$ cat src/hw/rtl/median_hysteresis_frequency_filter_macros.svh
// assertion macros for the median hysteresis frequency filter
// used by the top level; depends on nothing else
`ifndef MEDIAN_HYSTERESIS_FREQUENCY_FILTER_MACROS_SVH
`define MEDIAN_HYSTERESIS_FREQUENCY_FILTER_MACROS_SVH

// same-cycle implication, quiet during reset
`define MHFF_ASSERT_IMPL(label, clk, rst, ante, cons, msg) \
  label: assert property (@(posedge clk) disable iff (rst) (ante) |-> (cons)) else $error(msg);

// next-cycle implication, quiet during reset
`define MHFF_ASSERT_NEXT(label, clk, rst, ante, cons, msg) \
  label: assert property (@(posedge clk) disable iff (rst) (ante) |=> (cons)) else $error(msg);

`endif

$ cat src/hw/rtl/mhff_pkg.sv
// shared types and constants of the median hysteresis frequency filter
// no dependencies
`default_nettype none

package mhff_pkg;

  localparam int FREQ_W     = 32;
  localparam int SCALE_W    = 16;
  localparam int COUNT_W    = 16;
  localparam int PPM_W      = 18;
  localparam int FACT_W     = 21;
  localparam int PROD_W     = FREQ_W + FACT_W;
  localparam int NS_W       = 3;
  localparam int CFG_IDX_W  = 3;
  localparam int QUOT_W     = 34;
  localparam int RECIP_W    = 32;
  localparam int RECIP_SHIFT = 30;

  localparam logic [FREQ_W-1:0] DIVISOR  = 32'd1000000;
  localparam logic [FACT_W-1:0] PPM_UNIT = 21'd1000000;

  // floor(2^51 / 1e6); top 32 product bits times this, shifted by 30,
  // undershoots the quotient by at most 7
  localparam logic [RECIP_W-1:0] RECIP   = 32'd2251799813;
  localparam logic [FREQ_W-1:0]  REM_MAX = 32'd8000000;

  // configuration register indexes
  localparam logic [CFG_IDX_W-1:0] REG_COUNT_SCALE = 3'd0;
  localparam logic [CFG_IDX_W-1:0] REG_LOWER_LIMIT = 3'd1;
  localparam logic [CFG_IDX_W-1:0] REG_UPPER_LIMIT = 3'd2;
  localparam logic [CFG_IDX_W-1:0] REG_HYSTERESIS  = 3'd3;
  localparam logic [CFG_IDX_W-1:0] REG_PPM         = 3'd4;

  // register reset values
  localparam logic [SCALE_W-1:0] RST_COUNT_SCALE = 16'd2000;
  localparam logic [FREQ_W-1:0]  RST_LOWER_LIMIT = 32'd1000000;
  localparam logic [FREQ_W-1:0]  RST_UPPER_LIMIT = 32'd52000000;
  localparam logic [FREQ_W-1:0]  RST_HYSTERESIS  = 32'd10000;
  localparam logic [PPM_W-1:0]   RST_PPM         = 18'd1;

  typedef enum logic [4:0] {
    S_IDLE,
    S_MUL,
    S_LOW,
    S_HIGH,
    S_CRD,
    S_CLD,
    S_SRD,
    S_SCMP,
    S_SEL,
    S_DEV1,
    S_DEV2,
    S_HYS,
    S_PMUL,
    S_REC,
    S_QEST,
    S_REM,
    S_DIV,
    S_EMIT
  } state_t;

  typedef struct packed {
    logic borrow;
    logic zero;
  } sub_flags_t;

endpackage

`default_nettype wire

$ cat src/hw/rtl/mhff_sub.sv
// shared 32-bit subtract and compare unit
// depends on mhff_pkg
`default_nettype none

module mhff_sub (
  input  wire logic [mhff_pkg::FREQ_W-1:0] a,
  input  wire logic [mhff_pkg::FREQ_W-1:0] b,
  output logic      [mhff_pkg::FREQ_W-1:0] diff,
  output mhff_pkg::sub_flags_t             flags
);

  logic [mhff_pkg::FREQ_W:0] full;

  // borrow set means a < b
  assign full         = {1'b0, a} - {1'b0, b};
  assign diff         = full[mhff_pkg::FREQ_W-1:0];
  assign flags.borrow = full[mhff_pkg::FREQ_W];
  assign flags.zero   = (diff == '0);

endmodule

`default_nettype wire

$ cat src/hw/rtl/mhff_store.sv
// sample store: one write port, one registered read port
// depends on mhff_pkg
`default_nettype none

module mhff_store #(
  parameter int DEPTH = 5,
  parameter int AW    = 3
) (
  input  wire logic                        clk,
  input  wire logic                        we,
  input  wire logic [AW-1:0]               waddr,
  input  wire logic [mhff_pkg::FREQ_W-1:0] wdata,
  input  wire logic [AW-1:0]               raddr,
  output logic      [mhff_pkg::FREQ_W-1:0] rdata
);

  logic [mhff_pkg::FREQ_W-1:0] mem [DEPTH];

  always_ff @(posedge clk) begin
    if (we) begin
      mem[waddr] <= wdata;
    end
  end

  always_ff @(posedge clk) begin
    rdata <= mem[raddr];
  end

endmodule

`default_nettype wire

$ cat src/hw/rtl/median_hysteresis_frequency_filter.sv
// Median frequency filter with hysteresis and ppm gain correction.
//
// Input channel (in_valid/in_ready, edge_count): one beat per gate period.
// Each beat is scaled by count_scale and kept if strictly between the
// lower and upper limits. The block takes a beat only while idle; it is
// not ready while it works on one.
// After every WINDOW beats one result beat leaves on the output channel
// (out_valid/out_ready, frequency_hz, valid_samples, stable_updated).
// The end of a window adds, for the n kept samples, rank counting through the
// single store read port and the shared subtract unit, a hysteresis check,
// a ppm multiply, a reciprocal multiply and remainder for the divide by one
// million, compare and subtract steps on the shared unit to correct the
// quotient and a load of the output register. An empty window goes straight
// to that load.
// The output register lets new beats be taken while a result waits; if
// the receiver still stalls when the next window ends, the block holds
// the new result and stops taking beats until the old one is taken.
// Reset (rst, synchronous) restores the register defaults, empties the
// window and clears the stable frequency. cfg_we writes one register per
// cycle and should only be used while the block is idle.
`default_nettype none

`include "median_hysteresis_frequency_filter_macros.svh"

module median_hysteresis_frequency_filter #(
  parameter int WINDOW = 5
) (
  input  wire logic                             clk,
  input  wire logic                             rst,
  input  wire logic                             cfg_we,
  input  wire logic [mhff_pkg::CFG_IDX_W-1:0]   cfg_index,
  input  wire logic [mhff_pkg::FREQ_W-1:0]      cfg_data,
  input  wire logic                             in_valid,
  output logic                                  in_ready,
  input  wire logic [mhff_pkg::COUNT_W-1:0]     edge_count,
  output logic                                  out_valid,
  input  wire logic                             out_ready,
  output logic      [mhff_pkg::FREQ_W-1:0]      frequency_hz,
  output logic      [mhff_pkg::NS_W-1:0]        valid_samples,
  output logic                                  stable_updated
);

  localparam int CW = $clog2(WINDOW + 1);
  localparam int AW = (WINDOW > 1) ? $clog2(WINDOW) : 1;

  // configuration
  logic [mhff_pkg::SCALE_W-1:0] count_scale;
  logic [mhff_pkg::FREQ_W-1:0]  lower_limit;
  logic [mhff_pkg::FREQ_W-1:0]  upper_limit;
  logic [mhff_pkg::FREQ_W-1:0]  hysteresis;
  logic [mhff_pkg::PPM_W-1:0]   ppm;

  mhff_pkg::state_t state, state_next;

  // window control
  logic [CW-1:0] slot_index;
  logic [CW-1:0] kept_count;
  logic [CW-1:0] n_q;
  logic [CW-1:0] lt_cnt;
  logic [CW-1:0] eq_cnt;
  logic [AW-1:0] cand_idx;
  logic [AW-1:0] scan_idx;

  // datapath
  logic [mhff_pkg::COUNT_W-1:0] cnt_q;
  logic [mhff_pkg::FREQ_W-1:0]  sample;
  logic                         above_low;
  logic [mhff_pkg::FREQ_W-1:0]  cand;
  logic [mhff_pkg::FREQ_W-1:0]  dev;
  logic                         dev_neg;
  logic [mhff_pkg::FREQ_W-1:0]  stable_frequency;
  logic                         upd_q;
  logic [mhff_pkg::PROD_W-1:0]  prod;
  logic [mhff_pkg::FREQ_W+mhff_pkg::RECIP_W-1:0] recip_prod;
  logic [mhff_pkg::QUOT_W-1:0]  quot;
  logic [mhff_pkg::FREQ_W-1:0]  qprod;
  logic [mhff_pkg::FREQ_W-1:0]  rem;

  // shared unit and store
  logic [mhff_pkg::FREQ_W-1:0] op_a;
  logic [mhff_pkg::FREQ_W-1:0] op_b;
  logic [mhff_pkg::FREQ_W-1:0] diff;
  mhff_pkg::sub_flags_t        flags;
  logic                        store_we;
  logic [AW-1:0]               store_raddr;
  logic [mhff_pkg::FREQ_W-1:0] store_rdata;

  logic                        keep;
  logic                        window_end;
  logic [CW-1:0]               n_next;
  logic                        scan_last;
  logic                        found;
  logic [CW-1:0]               mid;
  logic [CW-1:0]               lt_eq;
  logic                        out_free;
  logic [mhff_pkg::FACT_W-1:0] factor;
  logic                        upd;

  mhff_sub u_sub (
    .a     (op_a),
    .b     (op_b),
    .diff  (diff),
    .flags (flags)
  );

  mhff_store #(
    .DEPTH (WINDOW),
    .AW    (AW)
  ) u_store (
    .clk   (clk),
    .we    (store_we),
    .waddr (kept_count[AW-1:0]),
    .wdata (sample),
    .raddr (store_raddr),
    .rdata (store_rdata)
  );

  // status terms
  assign keep       = above_low && flags.borrow && (kept_count < CW'(WINDOW));
  assign window_end = (slot_index == CW'(WINDOW - 1));
  assign n_next     = kept_count + CW'(keep);
  assign scan_last  = (CW'(scan_idx) == n_q - 1'b1);
  assign mid        = n_q >> 1;
  assign lt_eq      = lt_cnt + eq_cnt;
  // candidate is the median when its rank range covers index n/2
  assign found      = (lt_cnt <= mid) && (mid < lt_eq);
  assign out_free   = !out_valid || out_ready;
  assign factor     = mhff_pkg::PPM_UNIT
                    + {{(mhff_pkg::FACT_W - mhff_pkg::PPM_W){ppm[mhff_pkg::PPM_W-1]}}, ppm};
  assign upd        = (stable_frequency == '0) || flags.borrow;

  // next state
  always_comb begin
    state_next = state;
    case (state)
      mhff_pkg::S_IDLE: begin
        if (in_valid) begin
          state_next = mhff_pkg::S_MUL;
        end
      end
      mhff_pkg::S_MUL:  state_next = mhff_pkg::S_LOW;
      mhff_pkg::S_LOW:  state_next = mhff_pkg::S_HIGH;
      mhff_pkg::S_HIGH: begin
        if (!window_end) begin
          state_next = mhff_pkg::S_IDLE;
        end else if (n_next == '0) begin
          state_next = mhff_pkg::S_EMIT;
        end else begin
          state_next = mhff_pkg::S_CRD;
        end
      end
      mhff_pkg::S_CRD:  state_next = mhff_pkg::S_CLD;
      mhff_pkg::S_CLD:  state_next = mhff_pkg::S_SRD;
      mhff_pkg::S_SRD:  state_next = mhff_pkg::S_SCMP;
      mhff_pkg::S_SCMP: state_next = scan_last ? mhff_pkg::S_SEL : mhff_pkg::S_SRD;
      mhff_pkg::S_SEL:  state_next = found ? mhff_pkg::S_DEV1 : mhff_pkg::S_CRD;
      mhff_pkg::S_DEV1: state_next = mhff_pkg::S_DEV2;
      mhff_pkg::S_DEV2: state_next = mhff_pkg::S_HYS;
      mhff_pkg::S_HYS:  state_next = mhff_pkg::S_PMUL;
      mhff_pkg::S_PMUL: state_next = mhff_pkg::S_REC;
      mhff_pkg::S_REC:  state_next = mhff_pkg::S_QEST;
      mhff_pkg::S_QEST: state_next = mhff_pkg::S_REM;
      mhff_pkg::S_REM:  state_next = mhff_pkg::S_DIV;
      mhff_pkg::S_DIV:  state_next = flags.borrow ? mhff_pkg::S_EMIT : mhff_pkg::S_DIV;
      mhff_pkg::S_EMIT: state_next = out_free ? mhff_pkg::S_IDLE : mhff_pkg::S_EMIT;
      default:          state_next = mhff_pkg::S_IDLE;
    endcase
  end

  // sequencer outputs: handshake, store port, shared unit operands
  always_comb begin
    in_ready    = (state == mhff_pkg::S_IDLE);
    store_we    = (state == mhff_pkg::S_HIGH) && keep;
    store_raddr = (state == mhff_pkg::S_SRD) ? scan_idx : cand_idx;
    op_a        = '0;
    op_b        = '0;
    case (state)
      mhff_pkg::S_LOW: begin
        op_a = lower_limit;
        op_b = sample;
      end
      mhff_pkg::S_HIGH: begin
        op_a = sample;
        op_b = upper_limit;
      end
      mhff_pkg::S_SCMP: begin
        op_a = store_rdata;
        op_b = cand;
      end
      mhff_pkg::S_DEV1: begin
        op_a = cand;
        op_b = stable_frequency;
      end
      mhff_pkg::S_DEV2: begin
        op_a = stable_frequency;
        op_b = cand;
      end
      mhff_pkg::S_HYS: begin
        op_a = hysteresis;
        op_b = dev;
      end
      mhff_pkg::S_REM: begin
        // remainder is small, so the low words alone give it exactly
        op_a = prod[mhff_pkg::FREQ_W-1:0];
        op_b = qprod;
      end
      mhff_pkg::S_DIV: begin
        op_a = rem;
        op_b = mhff_pkg::DIVISOR;
      end
      default: begin
        op_a = '0;
        op_b = '0;
      end
    endcase
  end

  always_ff @(posedge clk) begin
    if (rst) begin
      state <= mhff_pkg::S_IDLE;
    end else begin
      state <= state_next;
    end
  end

  always_ff @(posedge clk) begin
    if (rst) begin
      count_scale <= mhff_pkg::RST_COUNT_SCALE;
      lower_limit <= mhff_pkg::RST_LOWER_LIMIT;
      upper_limit <= mhff_pkg::RST_UPPER_LIMIT;
      hysteresis  <= mhff_pkg::RST_HYSTERESIS;
      ppm         <= mhff_pkg::RST_PPM;
    end else if (cfg_we) begin
      case (cfg_index)
        mhff_pkg::REG_COUNT_SCALE: count_scale <= cfg_data[mhff_pkg::SCALE_W-1:0];
        mhff_pkg::REG_LOWER_LIMIT: lower_limit <= cfg_data;
        mhff_pkg::REG_UPPER_LIMIT: upper_limit <= cfg_data;
        mhff_pkg::REG_HYSTERESIS:  hysteresis  <= cfg_data;
        mhff_pkg::REG_PPM:         ppm         <= cfg_data[mhff_pkg::PPM_W-1:0];
        default: ;
      endcase
    end
  end

  // window counters and stable value
  always_ff @(posedge clk) begin
    if (rst) begin
      slot_index       <= '0;
      kept_count       <= '0;
      stable_frequency <= '0;
    end else begin
      if (state == mhff_pkg::S_HIGH) begin
        if (window_end) begin
          slot_index <= '0;
          kept_count <= '0;
        end else begin
          slot_index <= slot_index + 1'b1;
          kept_count <= n_next;
        end
      end
      if (state == mhff_pkg::S_HYS && upd) begin
        stable_frequency <= cand;
      end
    end
  end

  // datapath registers
  always_ff @(posedge clk) begin
    case (state)
      mhff_pkg::S_IDLE: begin
        cnt_q <= edge_count;
      end
      mhff_pkg::S_MUL: begin
        sample <= {{(mhff_pkg::FREQ_W - mhff_pkg::COUNT_W){1'b0}}, cnt_q}
                * {{(mhff_pkg::FREQ_W - mhff_pkg::SCALE_W){1'b0}}, count_scale};
      end
      mhff_pkg::S_LOW: begin
        above_low <= flags.borrow;
      end
      mhff_pkg::S_HIGH: begin
        n_q      <= n_next;
        cand_idx <= '0;
        // empty window yields zero and no update
        quot     <= '0;
        upd_q    <= 1'b0;
      end
      mhff_pkg::S_CLD: begin
        cand     <= store_rdata;
        scan_idx <= '0;
        lt_cnt   <= '0;
        eq_cnt   <= '0;
      end
      mhff_pkg::S_SCMP: begin
        lt_cnt   <= lt_cnt + CW'(flags.borrow);
        eq_cnt   <= eq_cnt + CW'(flags.zero);
        scan_idx <= scan_idx + 1'b1;
      end
      mhff_pkg::S_SEL: begin
        if (!found) begin
          cand_idx <= cand_idx + 1'b1;
        end
      end
      mhff_pkg::S_DEV1: begin
        dev     <= diff;
        dev_neg <= flags.borrow;
      end
      mhff_pkg::S_DEV2: begin
        if (dev_neg) begin
          dev <= diff;
        end
      end
      mhff_pkg::S_HYS: begin
        upd_q <= upd;
      end
      mhff_pkg::S_PMUL: begin
        prod <= {{mhff_pkg::FACT_W{1'b0}}, stable_frequency}
              * {{mhff_pkg::FREQ_W{1'b0}}, factor};
      end
      mhff_pkg::S_REC: begin
        // top 32 bits of the product times the reciprocal of one million
        recip_prod <= {{mhff_pkg::RECIP_W{1'b0}},
                       prod[mhff_pkg::PROD_W-1 -: mhff_pkg::FREQ_W]}
                    * {{mhff_pkg::FREQ_W{1'b0}}, mhff_pkg::RECIP};
      end
      mhff_pkg::S_QEST: begin
        // quotient estimate, low word of estimate times one million
        quot  <= recip_prod[mhff_pkg::RECIP_SHIFT +: mhff_pkg::QUOT_W];
        qprod <= mhff_pkg::FREQ_W'(recip_prod[mhff_pkg::RECIP_SHIFT +: mhff_pkg::QUOT_W]
                                   * mhff_pkg::QUOT_W'(mhff_pkg::DIVISOR));
      end
      mhff_pkg::S_REM: begin
        rem <= diff;
      end
      mhff_pkg::S_DIV: begin
        // estimate runs low, step it up while the remainder allows
        if (!flags.borrow) begin
          rem  <= diff;
          quot <= quot + 1'b1;
        end
      end
      default: ;
    endcase
  end

  // output register
  always_ff @(posedge clk) begin
    if (rst) begin
      out_valid <= 1'b0;
    end else if (state == mhff_pkg::S_EMIT && out_free) begin
      out_valid <= 1'b1;
    end else if (out_ready) begin
      out_valid <= 1'b0;
    end
  end

  always_ff @(posedge clk) begin
    if (state == mhff_pkg::S_EMIT && out_free) begin
      if (quot[mhff_pkg::QUOT_W-1:mhff_pkg::FREQ_W] != '0) begin
        frequency_hz <= '1;
      end else begin
        frequency_hz <= quot[mhff_pkg::FREQ_W-1:0];
      end
      valid_samples  <= mhff_pkg::NS_W'(n_q);
      stable_updated <= upd_q;
    end
  end

  `MHFF_ASSERT_IMPL(a_kept_le_slot, clk, rst, 1'b1, kept_count <= slot_index,
    "kept sample count exceeds beats taken in window")
  `MHFF_ASSERT_NEXT(a_busy_after_beat, clk, rst, in_valid && in_ready, !in_ready,
    "input taken on consecutive cycles")
  `MHFF_ASSERT_IMPL(a_rem_bound, clk, rst, state == mhff_pkg::S_DIV, rem < mhff_pkg::REM_MAX,
    "divide remainder out of range")
  `MHFF_ASSERT_IMPL(a_upd_nonzero, clk, rst, out_valid && stable_updated,
    stable_frequency != '0, "stable frequency zero after update")
  `MHFF_ASSERT_IMPL(a_rise_from_emit, clk, rst, $rose(out_valid),
    $past(state == mhff_pkg::S_EMIT), "result beat raised outside emit")

endmodule

`default_nettype wire

$ cat config.mk
export PLATFORM = sky130hd
export DESIGN_NAME = median_hysteresis_frequency_filter
export DESIGN_NICKNAME = d
export VERILOG_FILES = /design/src/hw/rtl/mhff_pkg.sv /design/src/hw/rtl/mhff_sub.sv /design/src/hw/rtl/mhff_store.sv /design/src/hw/rtl/median_hysteresis_frequency_filter.sv
export VERILOG_INCLUDE_DIRS = /design/src /design/src/hw/rtl
export SDC_FILE = /design/constraint.sdc
export NUM_CORES = 2
export LEC_CHECK = 0
export BUFFER_PORTS_ARGS = -buffer_cell sky130_fd_sc_hd__buf_2
export CAP_MARGIN = 20
export CORE_MARGIN = 4
export CORE_UTILIZATION = 50
export DETAILED_ROUTE_END_ITERATION = 16
export PLACE_DENSITY = 0.65
export SETUP_SLACK_MARGIN = 0.5
export SYNTH_ARGS = -nofsm -noshare
export SYNTH_HDL_FRONTEND = slang
export SYNTH_SLANG_ARGS = --single-unit
$ cat constraint.sdc
create_clock -name clk -period 8.76 [get_ports clk]
set_input_delay 0.438 -clock clk [delete_from_list [all_inputs] [get_ports clk]]
set_output_delay 0.438 -clock clk [all_outputs]
set_load 0.005 [all_outputs]
Word level (Yosys, flattened, before mapping)
Memory sizes are Yosys's and may differ from the RTL's. A register that Yosys moved wholly into a read port is not among the register bits.
Index checks and enable logic that the tools add are counted.
{"block": "op_classes", "add_sub_neg": 11, "multipliers": 4, "magnitude_cmp": 3, "n_eq_ne": 27, "mux": 29, "reduce_logical": 32}
{"cell": "case mux 32 bit (8 select lines)", "n": 1}
{"cell": "case mux 32 bit (7 select lines)", "n": 1}
{"cell": "case mux 32 bit (2 select lines)", "n": 2}
{"cell": "case mux 34 bit (3 select lines)", "n": 1}
{"cell": "case mux 5 bit (18 select lines)", "n": 1}
{"cell": "logical NOT 32 bit", "n": 2}
{"cell": "multiplier 32 x 32 -> 64 bit, second input constant", "n": 1}
{"cell": "2-to-1 mux 32 bit", "n": 2}
{"cell": "multiplier 32 x 21 -> 53 bit", "n": 1}
{"cell": "== test 5 x 4 -> 1 bit, second input constant", "n": 8}
{"cell": "adder 34 x 1 -> 34 bit, second input constant", "n": 1}
{"cell": "multiplier 34 x 14 -> 26 bit, second input constant", "n": 1}
{"cell": "2-to-1 mux 34 bit", "n": 1}
{"cell": "subtractor 32 x 32 -> 33 bit", "n": 1}
{"cell": "multiplier 16 x 16 -> 32 bit", "n": 1}
{"cell": "case mux 3 bit (2 select lines)", "n": 4}
{"cell": "adder 20 x 21 -> 21 bit, first input constant", "n": 1}
{"cell": "== test 5 x 3 -> 1 bit, second input constant", "n": 4}
{"cell": "2-to-1 mux 5 bit", "n": 4}
{"cell": "AND reduction 2 bit", "n": 9}
{"cell": "nonzero test 2 bit", "n": 7}
{"cell": "2-to-1 mux 3 bit", "n": 4}
{"cell": "== test 5 x 2 -> 1 bit, second input constant", "n": 2}
{"cell": "== test 5 bit, second input constant", "n": 2}
{"cell": "23 further kinds", "n": 44}
{"block": "word_totals", "ff_bits": 549, "ram_bits": 160, "inputBits": 56, "out_inout_bits": 38, "word_cells": 137, "n_memories": 1}
{"memory": "u_store.mem", "depth": 5, "width": 32, "rd": 1, "rd_ports_with_merged_regs": 1, "wr": 1, "line": "mhff_store.sv:17", "source": "logic [mhff_pkg::FREQ_W-1:0] mem [DEPTH];"}

Logic depth before layout (Yosys ltp)
{"block": "logic_depth", "ltp_word": 11, "ltp_mapped": 36, "depth_no_buf": 35}

Modules after synthesis
From an unflattened synthesis, not the netlist that was laid out.
{"block": "unflattened", "hier_cells": 7699, "hier_area_um2": 77976.0}
{"mod": "median_hysteresis_frequency_filter", "n_inst": 1, "cells_per_inst": 7044, "area_each_um2": 69212.6, "seq_area_each_um2": 13843.3}
{"mod": "mhff_store", "n_inst": 1, "cells_per_inst": 381, "area_each_um2": 6910.4, "seq_area_each_um2": 5445.2}
{"mod": "mhff_sub", "n_inst": 1, "cells_per_inst": 274, "area_each_um2": 1853.0, "seq_area_each_um2": 0.0}

Least setup slack after synthesis
OpenSTA, ideal clock, no wires.
{"block": "synth_path", "path_type": "register to register", "from": "register ppm[6] (netlist name)", "to": "register prod[47] (netlist name) (data pin)", "setup_time_ns": 0.265, "arrival_time_ns": 8.050, "required_ns": 8.495, "path_slack_ns": 0.445, "stages_incl_launch_ff": 31, "n_path_buf": 1, "synth_period_minus_slack_ns": 8.315, "cell_sequence": "dfxtp_1 ha_1 a21oi_1 nor2_1 and3_1 o21ai_0 xnor2_1 clkbuf_1 nand2_1 fa_1 inv_1 fa_1 fa_1 fa_1 fa_1 fa_1 inv_1 fa_1 inv_1 ha_1 a21o_1 a21oi_1 nand3_1 a311o_1 a41oi_1 a211oi_1 o41ai_1 o21bai_1 a21oi_1 o21ai_0 xor2_1"}
{"block": "synth_via", "elab_chain_cells": 2}
{"element": "start, declared", "line": "median_hysteresis_frequency_filter.sv:51", "source": "logic [mhff_pkg::PPM_W-1:0] ppm;"}
{"element": "start signal, assigned", "line": "median_hysteresis_frequency_filter.sv:232", "source": "ppm <= mhff_pkg::RST_PPM;"}
{"element": "start signal, assigned", "line": "median_hysteresis_frequency_filter.sv:239", "source": "mhff_pkg::REG_PPM: ppm <= cfg_data[mhff_pkg::PPM_W-1:0];"}
{"element": "adder 20 x 21 -> 21 bit", "line": "median_hysteresis_frequency_filter.sv:129", "source": "+ {{(mhff_pkg::FACT_W - mhff_pkg::PPM_W){ppm[mhff_pkg::PPM_W-1]}}, ppm};"}
{"element": "multiplier 32 x 21 -> 53 bit", "line": "median_hysteresis_frequency_filter.sv:317", "source": "* {{mhff_pkg::FREQ_W{1'b0}}, factor};"}
{"element": "end signal, assigned", "line": "median_hysteresis_frequency_filter.sv:316", "source": "prod <= {{mhff_pkg::FACT_W{1'b0}}, stable_frequency}"}
{"element": "end, declared", "line": "median_hysteresis_frequency_filter.sv:73", "source": "logic [mhff_pkg::PROD_W-1:0] prod;"}
No other way between the ends.
A chain may end at the register's enable or synchronous reset.

Worst setup path after layout
{"block": "layout_path", "from": "register ppm[6] (netlist name)", "to": "register prod[51] (netlist name) (data pin)"}
The elaborated chain is that of the path after synthesis.

==> results.toml <==
[timing]
relSlewSlack_pct = 24.89
skew_ps = 41.51
fin_crit_sh_pct = 92.60
hold_violations = 0
fin_ws_ps = 648.0
setup_tns_ps = 0
setup_viol_count_final = 0
rsz0062_at_grt = "true"
period_needed_ps = 8112
whs_ps = 47.11
fmax_mhz = 123.3
worstMarginPinSlew_ps = 1125
slew_viol_final = 0

[worst_setup_path]
r2r_slack_ps = 650
worst_path_most_repeated_cell = "fa_1"
critPathMaxFanout = 6
crit_path_end_kind = "flop"
critPathLaunchType = "flop"
cp_slowest_stage_delay_ps = 550
timing.rr.end = "prod[51]"
worstPathArrival_ps = 8520
reg2regPathDepth = 30
reg2reg_from = "ppm[6]"
cp.required_ps = 9170
crit_type = "flop to flop"
critPathSlowestCell = "fa_1"

[logic_synthesis]
synth_area_leaders = "fa_1 32%, edfxtp_1 20%, ha_1 12%"
syn_inst = 7707
synth_ff_type = "edfxtp_1"
synth_area_sq_um = 77230
synth-edff-count = 505
ys_ff_latch = 711
synth_fp_nets = 9718
synth_area_per_cell_sq_um = 10.02
yosysWarnings = 0
synth_common_cells = "1,501 x inv_1, 1,221 x fa_1, 1,214 x nand2_1, 734 x ha_1, 505 x edfxtp_1"
yosysSeqAreaShare_pct = 24.97
synth.most_common_cell = "inv_1"
synth_top_cell_by_area = "fa_1"
synth_top_area_share_pct = 31.65
synthArstFlopShare_pct = 0
synthDistinctLibCells = 72

[cts]
max-clock-path-buffers = 3
numCtsBuffers = 82
clkTransAtPathRegs_ps = 60
cts_tree = "yes"
clkSinkCount = 711
clock_latency_ps = 700
htree_levels = 3
root_buffer = "clkbuf_16"

[die]
fp.dieW_um = 401.0
die_area_sq_um = 160800
start_util_pct = 50.54
row_count = 143
core_sq_um = 152800
die_h_um = 401.0
ios = 94

[route]
vias = 55210
drt_iter0_markers = 5252
viasPerCell = 5.559
wire_per_inst_um = 22.37
drc = 0
antenna_left = 0
dr.pass1.iters = 6
wl_um = 222200

[global_route]
global_route.usage.total_pct = 27.53
grt_max_degree = 85
grt_pass1_vias = 56660
antenna_found_initial = 15
grt_pass1_wl_um = 341700
grt.overflow.total = 0

[power_and_ir_drop]
p_per_area_nw_per_um2 = 161.4
vdd_drop_max_mv = 0.5065
p_leak_nw = 40.06
p_total_mw = 13.68

[cells_and_area]
drive_gt1_share_pct = 7.191
final_util_pct = 55.45
final-instance-count-excl-fill = 9931
final_nets = 9840
fin_area_sq_um = 84730
fillers = 13250
area_delta_synth_final_pct = 9.712

[placed_design]
place_ws_ps = -123.6
gp_congestion = 0.9656
port_buffers = 93
hpwlAfterDp_um = 176200
dp_cells = 9689
dpl_cell_area_sq_um = 80630

[outcome]
status = "complete, no violations"

[min_path]
holdPathStages = 3
hold_path_class = "input port to flop"
hp-start = "cfg_data[29]"
holdPathEnd = "lower_limit[29]"

[flow_run]
max_cap_violations = 0
## logic make-up (layout without fill, tap and decap cells)
kind of cell	count (synthesis)	after routing	share of synthesized area (%)
simple gates	2134	2134	12.69
fa+ha+maj	1955	1955	43.54
buf+inv	1822	2014	8.859
compound gates	825	825	6.906
flops	711	711	24.97
xor+xnor	215	215	2.438
mux	45	45	0.5865
other cells	0	2	0
## per-layer routing
metal	share of wire, %	track usage, %	vias up
li1	-	-	24620
met2	43	41.46	2363
met5	0.0068	0	-
met1	43	40.11	27910
met3	11	7.146	321
met4	2.8	6.364	2
## final cells by class
cell class,count,area [sq um],share of cell area (%)
clock buffers,110,2270,2.679
clock inverters,44,526.8,0.6217
diodes,2,5.005,0.005907
well taps,2030,2540,2.998
multi-input cells,5174,51660,60.97
flip-flops and latches,711,19300,22.78
inverters,1501,5634,6.649
repair buffers,359,2794,3.297
## worst max-delay path: cells and delay by family, from the launching register on
kind,cells,cell delay (ps)
compound gates,9,2190
xor+xnor,2,250
fa+ha+maj,9,3830
buf+inv,7,870
flops,1,360
simple gates,3,370
## cells in the final DEF (no fill, tap or decap), types with 17 or more instances in the layout
master,Yosys,layout
fa_1,1221,1219
a222oi_1,62,62
and3_1,24,22
nor3_1,45,37
nand2_1,1214,1213
dfxtp_1,206,198
o21a_1,29,29
ha_1,734,727
nand3b_1,34,34
xnor2_1,146,140
or3_1,43,43
dlygate4sd3_1,0,25
and2_1,359,356
o21bai_1,23,23
o21ai_0,175,171
a221oi_1,34,34
nor2b_1,35,34
clkbuf_16,0,86
a21oi_1,270,255
nand4_1,22,22
nor2_1,176,167
buf_4,0,218
buf_2,2,92
mux2i_1,43,41
a22oi_1,68,68
nand3_1,91,91
edfxtp_1,505,505
xor2_1,69,65
a21o_1,68,68
inv_1,1501,1495
clkbuf_1,311,19
nand2b_1,42,42
buf_12,0,17
## where the power goes
part           switching, mW  internal [mW]  leakage [nW]
sequential             0.229           4.05          6.24
combinational           3.81           2.05          32.5
clock                   1.49           2.05          1.36
## repair_timing
item                                   CTS  global route
pin swaps                                3            38
gates cloned                             0             2
setup buffers                            8            51
endpoints found under the hold margin   33             0
setup endpoints to repair               16            29
gates resized for setup                 30            59
hold buffers                            25             0
## state kept, by name, summed over array words and instances, names as in the netlist, 34 cells and up
register,cells
quot,34
recip_prod,34
u_store.mem,160
prod,53
## worst max path at each step
stage | slack [ps] | cells after the start | startpoint | to
finish | 650 | 30 | ppm[6] | prod[51]
global route | 370 | 34 | ppm[8] | prod[51]
CTS | 510 | 22 | prod[32] | recip_prod[57]
detailed placement | -120 | 35 | ppm[7] | prod[52]
global placement | -50 | 35 | ppm[7] | prod[52]
floorplan | 570 | 30 | ppm[6] | prod[47]
Note: power is estimated with default switching activity, not from simulation.
